===== src/hdl/jdcal_pkg.sv =====
// Shared constants, types and tables for the Julian date to calendar converter.
package jdcal_pkg;

  // Register stages from an accepted beat to the result register.
  localparam int STAGES = 9;
  // Stage at which the time of day is complete.
  localparam int CLK_DONE = 4;

  localparam logic [23:0] GREG_START = 24'd2299161;
  localparam logic [25:0] B_BIAS     = 26'd7468865;

  // Exact reciprocals: floor(n / D) == (n * ceil(2^k / D)) >> k for the operand ranges used.
  localparam int          B_SHIFT = 43;
  localparam logic [25:0] B_MUL   = 26'(((64'd1 << B_SHIFT) + 64'd146096) / 64'd146097);
  localparam int          D_SHIFT = 41;
  localparam logic [28:0] D_MUL   = 29'(((64'd1 << D_SHIFT) + 64'd7304) / 64'd7305);
  localparam int          F_SHIFT = 42;
  localparam logic [37:0] F_MUL   =
    38'(64'd10000 * (((64'd1 << F_SHIFT) + 64'd306000) / 64'd306001));

  typedef struct packed {
    logic [STAGES-1:0] en;  // bit i loads stage i+1
  } jdcal_adv_t;

  // floor(30.6001 * f): day count before the month coded by f.
  function automatic logic [8:0] month_start(input logic [3:0] f);
    logic [8:0] v;
    unique case (f)
      4'd0:  v = 9'd0;
      4'd1:  v = 9'd30;
      4'd2:  v = 9'd61;
      4'd3:  v = 9'd91;
      4'd4:  v = 9'd122;
      4'd5:  v = 9'd153;
      4'd6:  v = 9'd183;
      4'd7:  v = 9'd214;
      4'd8:  v = 9'd244;
      4'd9:  v = 9'd275;
      4'd10: v = 9'd306;
      4'd11: v = 9'd336;
      4'd12: v = 9'd367;
      4'd13: v = 9'd397;
      4'd14: v = 9'd428;
      4'd15: v = 9'd459;
    endcase
    return v;
  endfunction

endpackage


===== src/hdl/julian_day_to_calendar.sv =====
// Top level of the Julian date to calendar date and time converter.
//
//   channel   handshake              payload
//   input     jd_valid / jd_ready    julian_date
//   output    cal_valid / cal_ready  year, month_of_year, day_of_month, hour_of_day,
//                                    minute_of_hour, second_fixed, weekday
//
// Nine register stages; one beat may enter each cycle while jd_ready is high. The
// depth is set by the chain of three reciprocal multipliers in the date path. A full
// stage holds when its successor is full and stalled, so a stall at the output fills
// bubbles before jd_ready falls.
// Reset clears the valid bits.
module julian_day_to_calendar (
  input  logic               clk,
  input  logic               rst,
  input  logic               jd_valid,
  output logic               jd_ready,
  input  logic [46:0]        julian_date,
  output logic               cal_valid,
  input  logic               cal_ready,
  output logic signed [15:0] year,
  output logic [3:0]         month_of_year,
  output logic [4:0]         day_of_month,
  output logic [4:0]         hour_of_day,
  output logic [5:0]         minute_of_hour,
  output logic [21:0]        second_fixed,
  output logic [2:0]         weekday
);
  import jdcal_pkg::*;

  logic [STAGES-1:0] v;
  logic [STAGES-1:0] v_next;
  jdcal_adv_t        adv;
  logic [15:0]       year_bits;

  always_comb begin
    adv.en[STAGES-1] = !v[STAGES-1] || cal_ready;
    for (int i = STAGES - 2; i >= 0; i--) begin
      adv.en[i] = !v[i] || adv.en[i+1];
    end
    v_next = {v[STAGES-2:0], jd_valid};
  end

  always_ff @(posedge clk) begin
    if (rst) begin
      v <= '0;
    end else begin
      for (int i = 0; i < STAGES; i++) begin
        if (adv.en[i]) begin
          v[i] <= v_next[i];
        end
      end
    end
  end

  assign jd_ready  = adv.en[0];
  assign cal_valid = v[STAGES-1];
  assign year      = signed'(year_bits);

  jdcal_date u_date (
    .clk           (clk),
    .adv           (adv),
    .jd_day        (julian_date[46:23]),
    .year          (year_bits),
    .month_of_year (month_of_year),
    .day_of_month  (day_of_month),
    .weekday       (weekday)
  );

  jdcal_clock u_clock (
    .clk            (clk),
    .adv            (adv),
    .jd_frac        (julian_date[23:0]),
    .hour_of_day    (hour_of_day),
    .minute_of_hour (minute_of_hour),
    .second_fixed   (second_fixed)
  );

`ifndef NO_ASSERTIONS
  // The input side may only refuse a beat when every stage is occupied.
  a_full_only: assert property (@(posedge clk) disable iff (rst) !jd_ready |-> (&v))
    else $error("input stalled while the pipeline has a free stage");

  a_enter: assert property (@(posedge clk) disable iff (rst) (jd_valid && jd_ready) |=> v[0])
    else $error("accepted beat did not enter the first stage");

  a_legal: assert property (@(posedge clk) disable iff (rst)
    cal_valid |-> (month_of_year >= 4'd1 && month_of_year <= 4'd12 &&
                   day_of_month >= 5'd1 && hour_of_day < 5'd24 &&
                   minute_of_hour < 6'd60 && weekday < 3'd7))
    else $error("result beat holds an impossible date or time");
`endif

endmodule


===== src/hdl/jdcal_date.sv =====
// Date pipeline: day number to year, month, day of month and weekday.
module jdcal_date (
  input  logic                   clk,
  input  jdcal_pkg::jdcal_adv_t  adv,
  input  logic [23:0]            jd_day,
  output logic [15:0]            year,
  output logic [3:0]             month_of_year,
  output logic [4:0]             day_of_month,
  output logic [2:0]             weekday
);
  import jdcal_pkg::*;

  logic [23:0] a1, a2, a3;
  logic [24:0] n1_2;
  logic        greg2, greg3;
  logic [5:0]  wsum2;
  logic [7:0]  b3;
  logic [23:0] c4, c5, c6;
  logic [27:0] n2_5;
  logic [14:0] d6, d7, d8;
  logic [8:0]  g7, g8;
  logic [3:0]  f8;
  logic [2:0]  wd_q [3:STAGES];

  logic [23:0] w;
  logic [5:0]  wsum;
  logic [3:0]  fold;
  logic [2:0]  wd;
  logic [25:0] n1_wide;
  logic [50:0] prod1;
  logic [56:0] prod2;
  logic [25:0] e_wide;
  logic [23:0] g_wide;
  logic [46:0] prod3;
  logic [3:0]  mon;

  always_comb begin
    // Eight is one more than seven, so the octal digit sum keeps the residue.
    w = a1 + 24'd1;
    wsum = '0;
    for (int i = 0; i < 8; i++) begin
      wsum = wsum + 6'(w[3*i +: 3]);
    end
    fold = 4'(wsum2[5:3]) + 4'(wsum2[2:0]);
    wd = (fold >= 4'd14) ? 3'(fold - 4'd14) :
         (fold >= 4'd7)  ? 3'(fold - 4'd7)  : fold[2:0];
    n1_wide = {a1, 2'b00} - B_BIAS;
    prod1 = 51'(n1_2) * 51'(B_MUL);
    prod2 = 57'(n2_5) * 57'(D_MUL);
    e_wide = 26'(d6) * 26'd1461;
    g_wide = c6 - e_wide[25:2];
    prod3 = 47'(g7) * 47'(F_MUL);
    mon = (f8 < 4'd14) ? f8 - 4'd1 : f8 - 4'd13;
  end

  always_ff @(posedge clk) begin
    if (adv.en[0]) begin
      a1 <= 24'(jd_day[23:1]) + 24'(jd_day[0]);
    end
    if (adv.en[1]) begin
      a2    <= a1;
      n1_2  <= n1_wide[24:0];
      greg2 <= (a1 >= GREG_START);
      wsum2 <= wsum;
    end
    if (adv.en[2]) begin
      a3       <= a2;
      greg3    <= greg2;
      b3       <= prod1[B_SHIFT +: 8];
      wd_q[3]  <= wd;
    end
    if (adv.en[3]) begin
      // Gregorian correction drops three leap days in every four centuries.
      c4 <= greg3 ? a3 + 24'(b3) - 24'(b3[7:2]) + 24'd1525 : a3 + 24'd1524;
    end
    if (adv.en[4]) begin
      c5   <= c4;
      n2_5 <= {c4, 4'b0000} + 28'({c4, 2'b00}) - 28'd2442;
    end
    if (adv.en[5]) begin
      c6 <= c5;
      d6 <= prod2[D_SHIFT +: 15];
    end
    if (adv.en[6]) begin
      d7 <= d6;
      g7 <= g_wide[8:0];
    end
    if (adv.en[7]) begin
      d8 <= d7;
      g8 <= g7;
      f8 <= prod3[F_SHIFT +: 4];
    end
    if (adv.en[8]) begin
      day_of_month  <= 5'(g8 - month_start(f8));
      month_of_year <= mon;
      year          <= 16'(d8) - 16'd4715 - 16'(mon > 4'd2);
    end
    for (int i = 4; i <= STAGES; i++) begin
      if (adv.en[i-1]) begin
        wd_q[i] <= wd_q[i-1];
      end
    end
  end

  assign weekday = wd_q[STAGES];

endmodule


===== src/hdl/jdcal_clock.sv =====
// Time of day pipeline: fraction of a day to hours, minutes and fixed-point seconds.
module jdcal_clock (
  input  logic                   clk,
  input  jdcal_pkg::jdcal_adv_t  adv,
  input  logic [23:0]            jd_frac,
  output logic [4:0]             hour_of_day,
  output logic [5:0]             minute_of_hour,
  output logic [21:0]            second_fixed
);
  import jdcal_pkg::*;

  logic [23:0] fr1;
  logic [23:0] xf2;
  logic [23:0] rf3;
  logic [4:0]  hr_q  [2:STAGES];
  logic [5:0]  mn_q  [3:STAGES];
  logic [21:0] sec_q [CLK_DONE:STAGES];

  logic [28:0] x;
  logic [29:0] r;
  logic [29:0] s;

  always_comb begin
    x = {fr1, 5'b00000} - 29'({fr1, 3'b000});
    r = {xf2, 6'b000000} - 30'({xf2, 2'b00});
    s = {rf3, 6'b000000} - 30'({rf3, 2'b00});
  end

  always_ff @(posedge clk) begin
    if (adv.en[0]) begin
      // Adding half a day flips the top fraction bit and carries into the day.
      fr1 <= {~jd_frac[23], jd_frac[22:0]};
    end
    if (adv.en[1]) begin
      hr_q[2] <= x[28:24];
      xf2     <= x[23:0];
    end
    if (adv.en[2]) begin
      hr_q[3] <= hr_q[2];
      mn_q[3] <= r[29:24];
      rf3     <= r[23:0];
    end
    if (adv.en[3]) begin
      hr_q[4]  <= hr_q[3];
      mn_q[4]  <= mn_q[3];
      sec_q[4] <= s[29:8];
    end
    for (int i = CLK_DONE + 1; i <= STAGES; i++) begin
      if (adv.en[i-1]) begin
        hr_q[i]  <= hr_q[i-1];
        mn_q[i]  <= mn_q[i-1];
        sec_q[i] <= sec_q[i-1];
      end
    end
  end

  assign hour_of_day    = hr_q[STAGES];
  assign minute_of_hour = mn_q[STAGES];
  assign second_fixed   = sec_q[STAGES];

endmodule

===== config.mk =====
export PLATFORM = sky130hd
export DESIGN_NAME = julian_day_to_calendar
export DESIGN_NICKNAME = d
export VERILOG_FILES = /design/src/hdl/jdcal_pkg.sv /design/src/hdl/julian_day_to_calendar.sv /design/src/hdl/jdcal_date.sv /design/src/hdl/jdcal_clock.sv
export SDC_FILE = /design/constraint.sdc
export NUM_CORES = 2
export LEC_CHECK = 0
export ABC_CLOCK_PERIOD_IN_PS = 16200
export BUFFER_PORTS_ARGS = -buffer_cell sky130_fd_sc_hd__clkbuf_2
export CAP_MARGIN = 20
export CORE_AREA = 2 2 422 299
export DETAILED_ROUTE_END_ITERATION = 10
export DIE_AREA = 0 0 424 301
export GPL_TIMING_DRIVEN = 0
export PLACE_DENSITY = 0.64
export SYNTH_ARGS = -nofsm -noshare
export SYNTH_HDL_FRONTEND = slang
export SYNTH_HIERARCHICAL = 1
export SYNTH_SLANG_ARGS = --single-unit

===== constraint.sdc =====
create_clock -name clk -period 16.2 [get_ports clk]
set_input_delay 2.43 -clock clk [delete_from_list [all_inputs] [get_ports clk]]
set_output_delay 2.43 -clock clk [all_outputs]
set_load 0.005 [all_outputs]

==> flow_summary_export.csv <==
group,metric,value,unit
clock_network,cts_setup_buffers,0,
synthesis,synth_fa_ha_area_share,43.1,%
place,portBuffers,112,
sta,rsz0062_at_grt,"no",
clock_network,cts_buffer_depth,3,
die,die_w,424,µm
critical_path,critical_path_required,16.55,ns
cells_and_area,fillerInstances,11162,
detailed_routing,via_per_inst,4.93,
synthesis,yosysUniqueCellTypes,93,
critical_path,path_cells,"fa_1 > inv_1 > fa_1 > inv_1 > fa_1 > inv_1 > fa_1 > inv_1 > fa_1 > inv_1 > fa_1 > fa_1 > inv_1 > ha_1 > a21oi_1 > o21ai_0 > a211oi_1 > a311oi_1 > o41ai_2 > o21a_1 > o21bai_1 > a221oi_1 > xnor2_1",
grt,overflow,0,
critical_path,critPathBufInv,6,
critical_path,cp_common_cell,"fa_1",
grt,grt_max_degree,70,
die,start_util,44.9,%
clock_network,cts_hold_buf,0,
place,dp_hpwl,95400,µm
sta,skew,0.0383,ns
hold_path,hold_class,"reg -> reg",
grt,antenna_found_initial,0,
clock_network,numCtsBuffers,54,
cells_and_area,layout_commonest_cell,"inv_1",
clock_network,clk_pin_slew,0.07,ns
detailed_routing,drt-wirelength-per-cell,16.8,µm
cells_and_area,finish.utilization,48.7,%
place,gp_congestion,0.904,
synthesis,async_reset_ff_share,0,%
synthesis,ys.flop_type,"edfxtp_1",
die,core,123000,µm²
die,die-height,301,µm
clock_network,postCtsResizedCells,0,
synthesis,synthesis.area,55300,µm²
synthesis,yosys.area_share.simple,4.77,%
critical_path,path_max_fanout,10,
cells_and_area,nets,6571,
critical_path,rrSetupSlack,6.98,ns
detailed_routing,num_vias,33083,
clock_network,clkSinkCount,580,
critical_path,cp-start-kind,"flop",
clock_network,cts_root_buffer,"clkbuf_16",
detailed_routing,drt-pass1-iter-count,6,
sta,max_freq,109,MHz
cells_and_area,drive_gt1_share,5.73,%
sta,finalSetupViolations,0,
clock_network,htree_levels,2,
grt,grt_pass1_vias,33990,
synthesis,yosysTopAreaCellShare,30.7,%
cells_and_area,syn2layout_area_growth,8.58,%
sta,hold_violations,0,
detailed_routing,drt_iter0_markers,2003,
place,dpl_cell_area,58100,µm²
detailed_routing,drtAntennaViolNets,0,
critical_path,critPathKind,"reg -> reg",
cells_and_area,n_antenna_cell,0,
sta,slew_violations,0,
sta,relSlewSlack,21.0,%
synthesis,ys_seq_elements,580,
cells_and_area,final_cell_mix,"inv_1 (1316), ha_1 (841), fa_1 (665)",
synthesis,post_synth.cell_area_avg,11.4,µm²
sta,worst_slew_pin_slew,1.17,ns
synthesis,synthMuxAreaShare,0.152,%
synthesis,synth-compound-area-share,6.78,%
sta,fin_crit_sh,56.9,%
synthesis,seq_area_frac_synth,31.3,%
critical_path,slowest_stage,"a211oi_1",
sta,timing.setup.tns,0,ns
die,die-area,128000,µm²
grt,grt_first_pass_wirelength,185000,µm
die,rows,108,
sta,holdWs,0.408,ns
critical_path,critPathMaxStageDelay,1.07,ns
detailed_routing,drc,0,
run,maxCapViolations,0,
cells_and_area,fin_area,60000,µm²
synthesis,synth_xor_xnor_area_share,4.20,%
synthesis,synth_top_family_by_area,"adder cells",
status,outcome,"finished clean",
grt,grt_use_total,18.3,%
synthesis,yosysWarnings,6,
synthesis,syn-num-nets,6396,
sta,fin_crit,9.22,ns
critical_path,arrival,9.56,ns
critical_path,cp-end-kind,"flop",
synthesis,synth_edf_count,566,
synthesis,syn_inst,4839,
clock_network,cts_tree,"built",
synthesis,synth_top_area_cell,"edfxtp_1",
die,ioPinCount,114,
clock_network,insertion_delay,0.64,ns
critical_path,path_delay_family,"compound AO/OA/AOI/OAI gates",
synthesis,synthTopCellsByArea,"edfxtp_1 (31%), fa_1 (24%), ha_1 (19%), inv_1 (8.9%), xnor2_1 (2.9%)",
detailed_routing,wirelength,113000,µm
[registers in the layout, summed over array words and instances, names as in the netlist, 15 cells and up, named ones only]
name,flops
u_clock/sec_q,132
u_clock/mn_q,42
u_clock/hr_q,40
u_date/n2_5,26
u_clock/fr1,24
u_date/a1,24
u_date/a2,24
u_date/a3,24
u_date/c4,24
u_date/n1_2,23
u_clock/xf2,21
u_date/wd_q,21
u_clock/rf3,19
u_date/year,16
u_date/d6,15
u_date/d7,15
u_date/d8,15
[Yosys cell counts (9+ instances only)]
library cell and count:
xnor2_1 183, o31ai_1 10, a211oi_1 29, fa_1 665
o21ai_0 77, nand4_1 29, edfxtp_1 566, nand2_1 145
nand3_1 56, and3_1 28, xor2_1 82, nor2b_1 13
nor3_1 39, a21o_1 79, clkbuf_1 32, a21oi_1 167
a31oi_1 24, dfxtp_1 14, nand2b_1 20, o21bai_1 26
nor4_1 9, o21a_1 21, buf_4 38, inv_1 1317
ha_1 841, nor2_1 119, o211ai_1 15
[routing by layer]
layer  global-route usage [%]  up-vias  wire [µm]
li1                         -    16087          -
met1                     29.6    16114      59100
met2                     25.6      797      45000
met3                     3.47       85       7820
met4                     2.24        0       1130
met5                        0        -          0
[final cells by class]
cell class / count / area [µm²] / share of cell area (%)
Sequential cell: 580 / 17300 / 28.8
Clock inverter: 42 / 522 / 0.869
Tap cell: 1650 / 2060 / 3.44
Multi-Input combinational cell: 2868 / 32700 / 54.4
Timing Repair Buffer: 119 / 738 / 1.23
Buffer: 74 / 430 / 0.717
Inverter: 1317 / 4940 / 8.24
Clock buffer: 58 / 1370 / 2.28
[stage by stage]
step	std cells	worst slack [ns]
detailed placement	6608	7.09
global placement	6601	7.19
finish	6708	6.98
CTS	6708	7.08
global route	6708	6.76
floorplan	4839	9.33
[kinds of logic after synthesis]
| family | after synthesis |
|---|---|
| compound gates | 563 |
| xor+xnor | 265 |
| fa+ha+maj | 1506 |
| buf+inv | 1391 |
| flops | 580 |
| mux | 8 |
| simple gates | 526 |
[worst register-to-register path, stage by stage, from the launching register on]
cell      delay (ns)
edfxtp_1        0.83
fa_1            0.41
inv_1           0.09
fa_1            0.53
inv_1           0.05
fa_1            0.50
inv_1           0.05
fa_1            0.50
inv_1           0.05
fa_1            0.49
inv_1           0.05
fa_1            0.48
fa_1            0.55
inv_1           0.05
ha_1            0.31
a21oi_1         0.14
o21ai_0         0.44
a211oi_1        1.07
a311oi_1        0.45
o41ai_2         0.87
o21a_1          0.34
o21bai_1        0.15
a221oi_1        0.43
xnor2_1         0.12
[worst paths after layout]
| check | from | to | cells past startpoint |
|---|---|---|---|
| worst max register to register | u_date/n2_5[16]$_DFFE_PP_ | u_date/d6[9]$_DFFE_PP_ | 23 |
| worst min register to register | u_clock/sec_q[4][9]$_DFFE_PP_ | u_clock/sec_q[4][31]$_DFFE_PP_ | 0 |
| worst min-delay path | u_clock/sec_q[4][9]$_DFFE_PP_ | u_clock/sec_q[4][31]$_DFFE_PP_ | 0 |
| worst max-delay path | u_date/n2_5[16]$_DFFE_PP_ | u_date/d6[9]$_DFFE_PP_ | 23 |
Power is left out: the tool's default activity adds up to more than one toggle a clock period on the data nets, which glitch-free logic cannot reach.
